[src/rtl/tcma_pkg.sv]
`timescale 1ns / 1ps
// ----------------------------------------------------------------------------
// tcma_pkg: shared constants for the two-channel converter moving average
// Field widths, default sizes and the per-channel scale factors.
// ----------------------------------------------------------------------------
package tcma_pkg;

    localparam int CHANNEL_W = 1;
    localparam int SAMPLE_W  = 10;
    localparam int SCALED_W  = 16;

    localparam int DEF_CHANNEL_COUNT = 2;
    localparam int DEF_WINDOW_LENGTH = 5;

    // channel codes
    localparam logic [CHANNEL_W-1:0] TEMP_CHANNEL = 1'b0;

    // scaled = mean * SCALE / 2**FULL_SCALE_SHIFT
    localparam int TEMP_SCALE       = 50000;   // hundredths of a degree
    localparam int VOLT_SCALE       = 500;     // hundredths of a volt
    localparam int FULL_SCALE_SHIFT = 10;
    localparam int SCALE_W          = 16;

endpackage

[src/rtl/tcma_if.sv]
`timescale 1ns / 1ps
// ----------------------------------------------------------------------------
// tcma_in_if / tcma_out_if: valid-ready channels of the moving average
// Sample requests in, averaged result requests out.
// ----------------------------------------------------------------------------
interface tcma_in_if;
    import tcma_pkg::*;

    logic                 valid;
    logic                 ready;
    logic [CHANNEL_W-1:0] channel;
    logic [SAMPLE_W-1:0]  sample;

    modport source (output valid, output channel, output sample, input ready);
    modport sink   (input valid, input channel, input sample, output ready);
endinterface

interface tcma_out_if;
    import tcma_pkg::*;

    logic                 valid;
    logic                 ready;
    logic [CHANNEL_W-1:0] out_channel;
    logic [SAMPLE_W-1:0]  mean;
    logic [SCALED_W-1:0]  scaled_value;

    modport source (output valid, output out_channel, output mean, output scaled_value,
                    input ready);
    modport sink   (input valid, input out_channel, input mean, input scaled_value,
                    output ready);
endinterface

[src/rtl/two_channel_adc_moving_average.sv]
`timescale 1ns / 1ps
// Requests pass stage A, stage B, the mean stage and the result register to o_out.
// Throughput: one request per cycle unless o_out stalls, set by the running-sum update.
// Stalls on o_out back up stage by stage; empty stages still take new requests.
// Reset clears all valid bits, fill counts, running sums and oldest pointers.
// Window sample storage is not cleared; entries are only read after being written.
// ----------------------------------------------------------------------------
// two_channel_adc_moving_average: per-channel sliding-window mean
// Keeps the last WINDOW_LENGTH samples of each channel and returns the
// truncated mean plus a scaled value (hundredths of a degree on the
// temperature channel, hundredths of a volt on the others).
// ----------------------------------------------------------------------------
module two_channel_adc_moving_average #(
    parameter int CHANNEL_COUNT = tcma_pkg::DEF_CHANNEL_COUNT,
    parameter int WINDOW_LENGTH = tcma_pkg::DEF_WINDOW_LENGTH
) (
    input  logic       i_clk,
    input  logic       i_rst_n,
    tcma_in_if.sink    i_in,
    tcma_out_if.source o_out
);
    import tcma_pkg::*;

    // running sum holds up to WINDOW_LENGTH full-scale samples
    localparam int SUM_W = $clog2(WINDOW_LENGTH * ((1 << SAMPLE_W) - 1) + 1);

    // stage A: input register
    logic                 r_a_valid;
    logic [CHANNEL_W-1:0] r_a_channel;
    logic [SAMPLE_W-1:0]  r_a_sample;

    // stage B: updated window sum of a request that yields a result
    logic                 r_b_valid;
    logic [CHANNEL_W-1:0] r_b_channel;
    logic [SUM_W-1:0]     r_b_sum;

    logic                 w_lane_fire [CHANNEL_COUNT];
    logic [SUM_W-1:0]     w_lane_sum  [CHANNEL_COUNT];
    logic                 w_sel_fire;
    logic [SUM_W-1:0]     w_sel_sum;
    logic                 w_scl_ready;
    logic                 w_b_ok;
    logic                 w_a_move;

    // stage B may load when empty or when its request goes downstream
    assign w_b_ok   = !r_b_valid || w_scl_ready;
    assign w_a_move = r_a_valid && w_b_ok;
    assign i_in.ready = !r_a_valid || w_b_ok;

    always_ff @(posedge i_clk) begin
        if (!i_rst_n) begin
            r_a_valid <= 1'b0;
        end else if (i_in.ready) begin
            r_a_valid <= i_in.valid;
        end
    end

    always_ff @(posedge i_clk) begin
        if (i_in.ready && i_in.valid) begin
            r_a_channel <= i_in.channel;
            r_a_sample  <= i_in.sample;
        end
    end

    // One lane per channel. A channel number with no lane matches nothing,
    // so its request is dropped without touching any lane's state.
    for (genvar c = 0; c < CHANNEL_COUNT; c++) begin : g_lane
        tcma_lane #(
            .WINDOW_LENGTH (WINDOW_LENGTH),
            .SUM_W         (SUM_W)
        ) u_lane (
            .i_clk    (i_clk),
            .i_rst_n  (i_rst_n),
            .i_upd    (w_a_move && (int'(r_a_channel) == c)),
            .i_sample (r_a_sample),
            .o_fire   (w_lane_fire[c]),
            .o_sum    (w_lane_sum[c])
        );
    end

    always_comb begin
        w_sel_fire = 1'b0;
        w_sel_sum  = '0;
        for (int c = 0; c < CHANNEL_COUNT; c++) begin
            if (int'(r_a_channel) == c) begin
                w_sel_fire = w_lane_fire[c];
                w_sel_sum  = w_lane_sum[c];
            end
        end
    end

    // a request that leaves its window short of full yields no result: it leaves stage A only
    always_ff @(posedge i_clk) begin
        if (!i_rst_n) begin
            r_b_valid <= 1'b0;
        end else if (w_b_ok) begin
            r_b_valid <= w_a_move && w_sel_fire;
        end
    end

    always_ff @(posedge i_clk) begin
        if (w_a_move && w_sel_fire) begin
            r_b_channel <= r_a_channel;
            r_b_sum     <= w_sel_sum;
        end
    end

    // mean by reciprocal multiply, then per-channel scale into the result register
    tcma_scale #(
        .WINDOW_LENGTH (WINDOW_LENGTH),
        .SUM_W         (SUM_W)
    ) u_scale (
        .i_clk     (i_clk),
        .i_rst_n   (i_rst_n),
        .i_valid   (r_b_valid),
        .o_ready   (w_scl_ready),
        .i_channel (r_b_channel),
        .i_sum     (r_b_sum),
        .o_out     (o_out)
    );

    a_b_known_channel: assert property (@(posedge i_clk) disable iff (!i_rst_n)
        r_b_valid |-> (int'(r_b_channel) < CHANNEL_COUNT))
        else $error("result pending for a channel without a lane");

    a_accept_loads_a: assert property (@(posedge i_clk) disable iff (!i_rst_n)
        (i_in.valid && i_in.ready) |=> r_a_valid)
        else $error("accepted sample request lost at input register");

endmodule

[src/rtl/tcma_lane.sv]
`timescale 1ns / 1ps
// ----------------------------------------------------------------------------
// tcma_lane: window state of one channel
// Circular sample buffer with running sum, fill count and oldest pointer.
// ----------------------------------------------------------------------------
module tcma_lane #(
    parameter int WINDOW_LENGTH = tcma_pkg::DEF_WINDOW_LENGTH,
    parameter int SUM_W         = 13
) (
    input  logic                          i_clk,
    input  logic                          i_rst_n,
    input  logic                          i_upd,
    input  logic [tcma_pkg::SAMPLE_W-1:0] i_sample,
    output logic                          o_fire,
    output logic [SUM_W-1:0]              o_sum
);
    import tcma_pkg::*;

    localparam int CNT_W = $clog2(WINDOW_LENGTH + 1);
    localparam int PTR_W = (WINDOW_LENGTH > 1) ? $clog2(WINDOW_LENGTH) : 1;

    logic [SAMPLE_W-1:0] r_win [WINDOW_LENGTH];
    logic [CNT_W-1:0]    r_fill;
    logic [PTR_W-1:0]    r_oldest;
    logic [SUM_W-1:0]    r_sum;

    logic [SUM_W-1:0]    n_sum;
    logic [PTR_W-1:0]    n_oldest;
    logic [PTR_W-1:0]    w_wr_ptr;
    logic [SAMPLE_W-1:0] w_old;
    logic                w_full;

    always_comb begin
        w_full   = (r_fill == CNT_W'(WINDOW_LENGTH));
        // oldest stays at zero while filling, so the fill count is the slot
        w_wr_ptr = w_full ? r_oldest : r_fill[PTR_W-1:0];
        w_old    = w_full ? r_win[r_oldest] : '0;
        n_sum    = r_sum - SUM_W'(w_old) + SUM_W'(i_sample);
        n_oldest = (r_oldest == PTR_W'(WINDOW_LENGTH - 1)) ? '0 : r_oldest + 1'b1;
        o_fire   = w_full || (r_fill == CNT_W'(WINDOW_LENGTH - 1));
        o_sum    = n_sum;
    end

    always_ff @(posedge i_clk) begin
        if (i_upd) begin
            r_win[w_wr_ptr] <= i_sample;
        end
    end

    always_ff @(posedge i_clk) begin
        if (!i_rst_n) begin
            r_fill   <= '0;
            r_oldest <= '0;
            r_sum    <= '0;
        end else if (i_upd) begin
            r_sum <= n_sum;
            if (w_full) begin
                r_oldest <= n_oldest;
            end else begin
                r_fill <= r_fill + 1'b1;
            end
        end
    end

    a_fill_bound: assert property (@(posedge i_clk) disable iff (!i_rst_n)
        int'(r_fill) <= WINDOW_LENGTH)
        else $error("fill count beyond window length");

    a_oldest_only_full: assert property (@(posedge i_clk) disable iff (!i_rst_n)
        (r_oldest != '0) |-> w_full)
        else $error("oldest pointer moved before window was full");

    a_sum_bound: assert property (@(posedge i_clk) disable iff (!i_rst_n)
        int'(r_sum) <= int'(r_fill) * ((1 << SAMPLE_W) - 1))
        else $error("running sum exceeds held samples");

endmodule

[src/rtl/tcma_scale.sv]
`timescale 1ns / 1ps
// ----------------------------------------------------------------------------
// tcma_scale: mean and scaled value stages
// Divide by the window length via reciprocal, then scale per channel.
// ----------------------------------------------------------------------------
module tcma_scale #(
    parameter int WINDOW_LENGTH = tcma_pkg::DEF_WINDOW_LENGTH,
    parameter int SUM_W         = 13
) (
    input  logic                           i_clk,
    input  logic                           i_rst_n,
    input  logic                           i_valid,
    output logic                           o_ready,
    input  logic [tcma_pkg::CHANNEL_W-1:0] i_channel,
    input  logic [SUM_W-1:0]               i_sum,
    tcma_out_if.source                     o_out
);
    import tcma_pkg::*;

    // exact for every sum below 2**SUM_W
    localparam int SH     = SUM_W + $clog2(WINDOW_LENGTH);
    localparam int RECIP  = ((1 << SH) + WINDOW_LENGTH - 1) / WINDOW_LENGTH;
    localparam int PROD_W = SUM_W + SH + 1;
    localparam int SPROD_W = SAMPLE_W + SCALE_W;

    logic                 r_c_valid;
    logic [CHANNEL_W-1:0] r_c_channel;
    logic [SAMPLE_W-1:0]  r_c_mean;
    logic                 r_d_valid;
    logic [CHANNEL_W-1:0] r_d_channel;
    logic [SAMPLE_W-1:0]  r_d_mean;
    logic [SCALED_W-1:0]  r_d_scaled;

    logic [PROD_W-1:0]    w_div_prod;
    logic [SCALE_W-1:0]   w_scale;
    logic [SPROD_W-1:0]   w_scl_prod;
    logic                 w_c_ok;
    logic                 w_d_ok;

    always_comb begin
        w_d_ok     = !r_d_valid || o_out.ready;
        w_c_ok     = !r_c_valid || w_d_ok;
        w_div_prod = PROD_W'(i_sum) * PROD_W'(RECIP);
        w_scale    = (r_c_channel == TEMP_CHANNEL) ? SCALE_W'(TEMP_SCALE)
                                                   : SCALE_W'(VOLT_SCALE);
        w_scl_prod = SPROD_W'(r_c_mean) * SPROD_W'(w_scale);
    end

    assign o_ready = w_c_ok;

    // mean stage
    always_ff @(posedge i_clk) begin
        if (!i_rst_n) begin
            r_c_valid <= 1'b0;
        end else if (w_c_ok) begin
            r_c_valid <= i_valid;
        end
    end

    always_ff @(posedge i_clk) begin
        if (w_c_ok && i_valid) begin
            r_c_channel <= i_channel;
            r_c_mean    <= w_div_prod[SH +: SAMPLE_W];
        end
    end

    // result register
    always_ff @(posedge i_clk) begin
        if (!i_rst_n) begin
            r_d_valid <= 1'b0;
        end else if (w_d_ok) begin
            r_d_valid <= r_c_valid;
        end
    end

    always_ff @(posedge i_clk) begin
        if (w_d_ok && r_c_valid) begin
            r_d_channel <= r_c_channel;
            r_d_mean    <= r_c_mean;
            r_d_scaled  <= w_scl_prod[FULL_SCALE_SHIFT +: SCALED_W];
        end
    end

    assign o_out.valid        = r_d_valid;
    assign o_out.out_channel  = r_d_channel;
    assign o_out.mean         = r_d_mean;
    assign o_out.scaled_value = r_d_scaled;

endmodule
[src/flat_wrapper.sv]
// flat-port wrapper written by rule: the top's interface ports become plain ports
module two_channel_adc_moving_average_flat import tcma_pkg::*;
#(
    parameter int CHANNEL_COUNT = tcma_pkg::DEF_CHANNEL_COUNT,
    parameter int WINDOW_LENGTH = tcma_pkg::DEF_WINDOW_LENGTH
)
  (i_clk, i_rst_n, i_in_valid, i_in_channel, i_in_sample, i_in_ready, o_out_valid, o_out_out_channel, o_out_mean, o_out_scaled_value, o_out_ready);
  tcma_in_if i_in_i ();
  tcma_out_if o_out_i ();
  input  logic i_clk;
  input  logic i_rst_n;
  input wire logic [$bits(i_in_i.valid)-1:0] i_in_valid;
  input wire logic [$bits(i_in_i.channel)-1:0] i_in_channel;
  input wire logic [$bits(i_in_i.sample)-1:0] i_in_sample;
  output wire logic [$bits(i_in_i.ready)-1:0] i_in_ready;
  output wire logic [$bits(o_out_i.valid)-1:0] o_out_valid;
  output wire logic [$bits(o_out_i.out_channel)-1:0] o_out_out_channel;
  output wire logic [$bits(o_out_i.mean)-1:0] o_out_mean;
  output wire logic [$bits(o_out_i.scaled_value)-1:0] o_out_scaled_value;
  input wire logic [$bits(o_out_i.ready)-1:0] o_out_ready;
  assign i_in_i.valid = i_in_valid;
  assign i_in_i.channel = i_in_channel;
  assign i_in_i.sample = i_in_sample;
  assign i_in_ready = i_in_i.ready;
  assign o_out_valid = o_out_i.valid;
  assign o_out_out_channel = o_out_i.out_channel;
  assign o_out_mean = o_out_i.mean;
  assign o_out_scaled_value = o_out_i.scaled_value;
  assign o_out_i.ready = o_out_ready;
  two_channel_adc_moving_average #(.CHANNEL_COUNT(CHANNEL_COUNT), .WINDOW_LENGTH(WINDOW_LENGTH)) u_core (.i_clk(i_clk), .i_rst_n(i_rst_n), .i_in(i_in_i), .o_out(o_out_i));
endmodule
[config.mk]
export PLATFORM = sky130hd
export DESIGN_NAME = two_channel_adc_moving_average_flat
export DESIGN_NICKNAME = d
export VERILOG_FILES = /design/src/rtl/tcma_pkg.sv /design/src/rtl/tcma_if.sv /design/src/rtl/two_channel_adc_moving_average.sv /design/src/rtl/tcma_lane.sv /design/src/rtl/tcma_scale.sv /design/src/flat_wrapper.sv
export SDC_FILE = /design/constraint.sdc
export NUM_CORES = 1
export LEC_CHECK = 0
export BUFFER_PORTS_ARGS = -buffer_cell sky130_fd_sc_hd__buf_4
export CAP_MARGIN = 20
export CELL_PAD_IN_SITES_DETAIL_PLACEMENT = 0
export CELL_PAD_IN_SITES_GLOBAL_PLACEMENT = 1
export CORE_MARGIN = 2
export CORE_UTILIZATION = 52
export DETAILED_ROUTE_END_ITERATION = 8
export PLACE_DENSITY = 0.87
export SETUP_SLACK_MARGIN = 0.15
export SYNTH_ARGS = -nofsm -noshare
export SYNTH_HDL_FRONTEND = slang
export SYNTH_SLANG_ARGS = --single-unit
[constraint.sdc]
create_clock -name i_clk -period 6.4 [get_ports i_clk]
set_input_delay 0 -clock i_clk [delete_from_list [all_inputs] [get_ports i_clk]]
set_output_delay 0 -clock i_clk [all_outputs]
set_load 0.05 [all_outputs]
# Yosys cells after proc, flatten, opt, wreduce, memory -nomap -nowiden
# Memories as Yosys holds them, arrays and structs flattened. A register that Yosys moved wholly into a read port is not among the register bits.
# Index checks and enable logic that the tools add are counted.
# word_totals
regBits,105
latch_bits,0
mem_bits_rw,100
romBits,0
memories,2
# op_classes
addsub,8
multipliers,2
div,0
order_cmp,0
n_eq_ne,6
shifts,0
muxes,17
bitwise_logic,3
reduce_logical,21
# memory_table
memory,words,word_bits,rd,rd_clocked_by_memory_dff,wr,line_no,source
u_core.g_lane[0].u_lane.r_win,5,10,1,1,1,tcma_lane.sv:22,logic [SAMPLE_W-1:0] r_win [WINDOW_LENGTH];
u_core.g_lane[1].u_lane.r_win,5,10,1,1,1,tcma_lane.sv:22,
# ops
op,count
13-bit by 10-bit adder with 13-bit output,2
10-bit by 16-bit multiplier with 26-bit output,1
13-bit by 10-bit subtractor with 13-bit output,2
"13-bit by 12-bit multiplier with 24-bit output, second input constant",1
3-bit two-way mux,8
10-bit two-way mux,2
"3-bit == test, second input constant",6
16-bit two-way mux,1
13-bit two-way mux,1
"3-bit by 1-bit adder with 3-bit output, second input constant",4
2-bit AND reduction,4
1-bit logical AND,7
1-bit logical OR,6
1-bit two-way mux,5
1-bit logical NOT,4
1-bit NOT,3

# Logic depth before layout (Yosys ltp)
# logic_depth
word_depth,9
mapped_depth,21
mapped_depth_nobuf,20

# Modules after synthesis
# From an unflattened synthesis, not the netlist that was laid out.
# hier_totals
hier_cells,1308
area_unflattened_um2,15447.3
# modules_own_cells
module,n_inst,cells_per_inst,area_each_um2,seq_area_each_um2
tcma_lane,2,324,3895.0,1941.9
tcma_scale,1,607,6578.8,1181.1
two_channel_adc_moving_average,1,53,1078.5,790.8

# Least setup slack after synthesis
# No wires, ideal clock.
# synth_timing
path_type,flip-flop to flip-flop
from,register u_core.u_scale.r_c_channel
to,"register u_core.u_scale.r_d_scaled[15], in the netlist u_core.u_scale.o_out.scaled_value[15] (data pin)"
setup_ps,260
arrival_time_ps,4759
path_slack_ps,1381
stages_incl_launch_ff,18
n_path_buf,1
path_cell_list,edfxtp_1 -> buf_1 -> nor2_1 -> fa_1 -> fa_1 -> inv_1 -> fa_1 -> inv_1 -> fa_1 -> ha_1 -> ha_1 -> a21oi_1 -> o21ai_1 -> or3_1 -> o21ai_2 -> o31ai_4 -> a221oi_2 -> xnor2_1
# synth_between
elab_chain_cells,2
# synth_lines
item,line_no,source
"start, declared",tcma_scale.sv:27,logic [CHANNEL_W-1:0] r_c_channel;
"start signal, assigned",tcma_scale.sv:62,r_c_channel <= i_channel;
16-bit two-way mux,tcma_scale.sv:44,w_scale = (r_c_channel == TEMP_CHANNEL) ? SCALE_W'(TEMP_SCALE)
10-bit by 16-bit multiplier with 26-bit output,tcma_scale.sv:46,w_scl_prod = SPROD_W'(r_c_mean) * SPROD_W'(w_scale);
named net u_core.u_scale.w_scl_prod[25],tcma_scale.sv:36,logic [SPROD_W-1:0] w_scl_prod;
"end signal, assigned",tcma_scale.sv:80,r_d_scaled <= w_scl_prod[FULL_SCALE_SHIFT +: SCALED_W];
"end, declared",tcma_scale.sv:32,logic [SCALED_W-1:0] r_d_scaled;
# The timed path passes the listed nets, and every way through them passes these cells.
# A chain may end at the register's enable or synchronous reset.

# Final worst setup path
# Ends and elaborated chain as after synthesis.

==> out/results.ini <==
[timing]
setup_viol=0
slew_violations=0
finalHoldViolCount=0
grt_setup_unrepaired=no
setup-tns-final_ns=0
hold-worst-slack_ns=0.187
finClkSkew_ns=0.0144
timing.slew.headroom_pct=32.2
worst_slack_ns=0.896
finalCritPeriodShare_pct=86.0
min_period_ns=5.50
fmax_ghz=0.182
worst_slew_pin_slew_ns=1.01

[clock_network]
root_buffer=clkbuf_16
cts_made_buffers=24
cts_max_path_buffers=3
cts_tree=yes
clk_latency_ns=0.52
clk_pin_slew_ns=0.06
htreeDepth=1
cts_resized=0
cts.sinks=211

[synth]
syn_inst=1307
syn_area_per_cell_sq_um=11.4
ys_warn_count=0
ys_ff_latch=211
syn_area_sq_mm=0.0150
syn_nets=1621
synth_edf_count=163
synth.distinct_cells=73
synthFlopType=edfxtp_1
seq_area_frac_synth_pct=39.2
synthArstFlopShare_pct=0

[worst_hold_path]
hold_class=in -> reg

[die]
ioPinCount=44
die_x_um=174
floorplan.initialDensity_pct=52.4
core_area_sq_mm=0.0285
die_h_um=174
dieArea_sq_mm=0.0301
num_rows=62

[run]
max_cap_viol_count=0

[place]
gp_congestion=0.855
hpwlAfterDp_mm=22.5
place_inst=1723
portBuffers=43
dp_slack_ns=0.894

[pwr]
p_leak_nw=7.19
p_per_area_mw_per_mm2=202
ir_drop_v=0.000175

[cells_and_area]
final_nets=1693
drive_above_1_share_pct=9.25
final_cells=1779
insertedDiodeCount=0
area_growth_pct=11.6
utilization_pct=58.5

[global_routing]
grt_pass1_vias=9472
overflow=0
grt_pass1_wl_mm=47.3
antenna_found_initial=0
grt_max_degree=36
track_usage_pct=19.5

[routing]
antenna_left=0
drc=0
drtPass1Iterations=5
totalWireLength_mm=28.9
wire_per_inst_um=16.2
vias_per_cell=5.26
drtIter0Drc=597
dr_total_vias=9366

[status]
status=completed

[critical_path]
required_ns=6.65
r2r_cells=16
crit_slowest_cell=edfxtp_1
crit_arrival_ns=5.76
endpoint=u_core.u_scale.o_out.scaled_value[15]$_DFFE_PP_
crit_start=u_core.u_scale.r_c_channel$_DFFE_PP_
r2r_setup_slack_ns=0.90
cp_max_fo=25
path_cells=nor2_1, fa_1, fa_1, inv_1, fa_1, inv_1, fa_1, ha_1, ha_1, a21oi_1, o21ai_1, or3_1, o21ai_2, o31ai_4, a221oi_2, xnor2_1
path_depth=16
r2r_end=u_core.u_scale.o_out.scaled_value[15]$_DFFE_PP_
rr_startpoint=u_core.u_scale.r_c_channel$_DFFE_PP_
end_kind=flop
crit_path_frequent_cell=fa_1
slowest_delay_ns=0.68
cp_top_family=adder cells
criticalPathCategory=reg -> reg
start_kind=flop
crit_buf_inv=2

[power by group]
group          switching [mW]  total (mW)  internal (mW)
clock network           0.540        1.35          0.810
registers              0.0308        1.55           1.52
logic                   0.274       0.472          0.198
[synth_stat cells (all sizes together) (4+ instances only)]
| cell type | instances | area share, % |
|---|---|---|
| o211ai | 5 | 0.28 |
| and2 | 15 | 0.63 |
| buf | 9 | 0.25 |
| nand2b | 10 | 0.42 |
| inv | 228 | 5.7 |
| a21o | 15 | 0.75 |
| nor3 | 18 | 0.64 |
| mux2i | 31 | 2.1 |
| o21ai | 28 | 0.99 |
| nor2 | 88 | 2.2 |
| nor2b | 13 | 0.54 |
| mux4 | 20 | 3.0 |
| xor2 | 17 | 1.0 |
| nand3 | 30 | 1.0 |
| and3 | 4 | 0.17 |
| or3 | 7 | 0.29 |
| nand2 | 72 | 1.8 |
| dfxtp | 48 | 6.4 |
| clkbuf | 14 | 0.35 |
| nand3b | 5 | 0.25 |
| ha | 200 | 17 |
| o21bai | 4 | 0.20 |
| xnor2 | 34 | 2.0 |
| edfxtp | 163 | 33 |
| a21oi | 56 | 1.9 |
| a211oi | 9 | 0.49 |
| o21a | 14 | 0.70 |
| fa | 99 | 13 |
[cells in the final DEF, fill, tap and decap left out, types with 15 or more instances in the layout]
cell type	synthesis	final
a21o_1	15	15
a21oi_1	54	54
buf_4	0	55
clkbuf_16	0	24
dfxtp_1	48	48
edfxtp_1	163	163
fa_1	99	99
ha_1	200	200
inv_1	227	227
mux2i_1	31	31
mux4_2	20	20
nand2_1	72	72
nand3_1	30	30
nor2_1	88	88
nor3_1	17	15
o21ai_0	24	24
xnor2_1	34	34
xor2_1	17	17
[layout make-up]
cell class	count	area (sq um)
Clock buffer	28	616
Clock inverter	14	163
Fill cell	2364	11900
Inverter	229	860
Multi-Input combinational cell	844	8170
Sequential cell	211	5860
Tap cell	384	480
Timing Repair Buffer	69	553
[cell families after synthesis]
| group | after synthesis | synth area share (%) |
|---|---|---|
| AOI/OAI and AO/OA | 161 | 7.18 |
| and+or+nand+nor | 277 | 8.73 |
| buffers and inverters | 252 | 6.35 |
| xor gates and xnor gates | 53 | 3.29 |
| muxes | 53 | 5.24 |
| DFF | 211 | 39.2 |
| adders and majority gates | 300 | 30.1 |
[layer usage]
metal / GRT usage (%) / share of wire [%] / vias to the layer above
met1: 27.7 / 46 / 4516
met3: 2.15 / 3.9 / 37
li1: - / - / 4619
met2: 32.8 / 48 / 194
met4: 4.17 / 1.7 / 0
met5: 0 / 0 / -
[how the worst min path moves through the flow]
stage,end,slack (ns),startpoint,cells after the start
CTS,u_core.r_a_channel$_DFFE_PP_,0.17,i_in_channel,2
finish,u_core.r_a_sample[5]$_DFFE_PP_,0.19,i_in_sample[5],2
global route,u_core.r_a_sample[2]$_DFFE_PP_,0.18,i_in_sample[2],2
global placement,u_core.r_a_sample[6]$_DFFE_PP_,0.18,i_in_sample[6],1
floorplan,u_core.r_a_channel$_DFFE_PP_,0.1,i_in_channel,0
detailed placement,u_core.r_a_sample[9]$_DFFE_PP_,0.18,i_in_sample[9],1
[through the flow]
step	area, sq um	power, mW
6_report	16700	3.37
5_1_grt	16700	3.51
4_1_cts	16700	3.40
3_5_place_dp	15800	2.03
3_3_place_gp	15800	2.02
2_1_floorplan	15000	1.91
[sequential cells by signal, summed over array words and instances, names as in the netlist, named ones only]
register / cells
u_core.g_lane.u_lane.r_fill: 6
u_core.g_lane.u_lane.r_oldest: 6
u_core.g_lane.u_lane.r_sum: 26
u_core.g_lane.u_lane.r_win: 100
u_core.r_a_channel: 1
u_core.r_a_sample: 10
u_core.r_a_valid: 1
u_core.r_b_channel: 1
u_core.r_b_sum: 13
u_core.r_b_valid: 1
u_core.u_scale.o_out.mean: 10
u_core.u_scale.o_out.out_channel: 1
u_core.u_scale.o_out.scaled_value: 16
u_core.u_scale.o_out.valid: 1
u_core.u_scale.r_c_channel: 1
u_core.u_scale.r_c_mean: 10
u_core.u_scale.r_c_valid: 1
[what timing repair did]
item / 4_1_cts / 5_1_grt
buffers inserted: 0 / 0
hold buffers: 14 / 0
hold endpoints to repair: 21 / 0
Note: power is estimated with default switching activity, not from simulation.
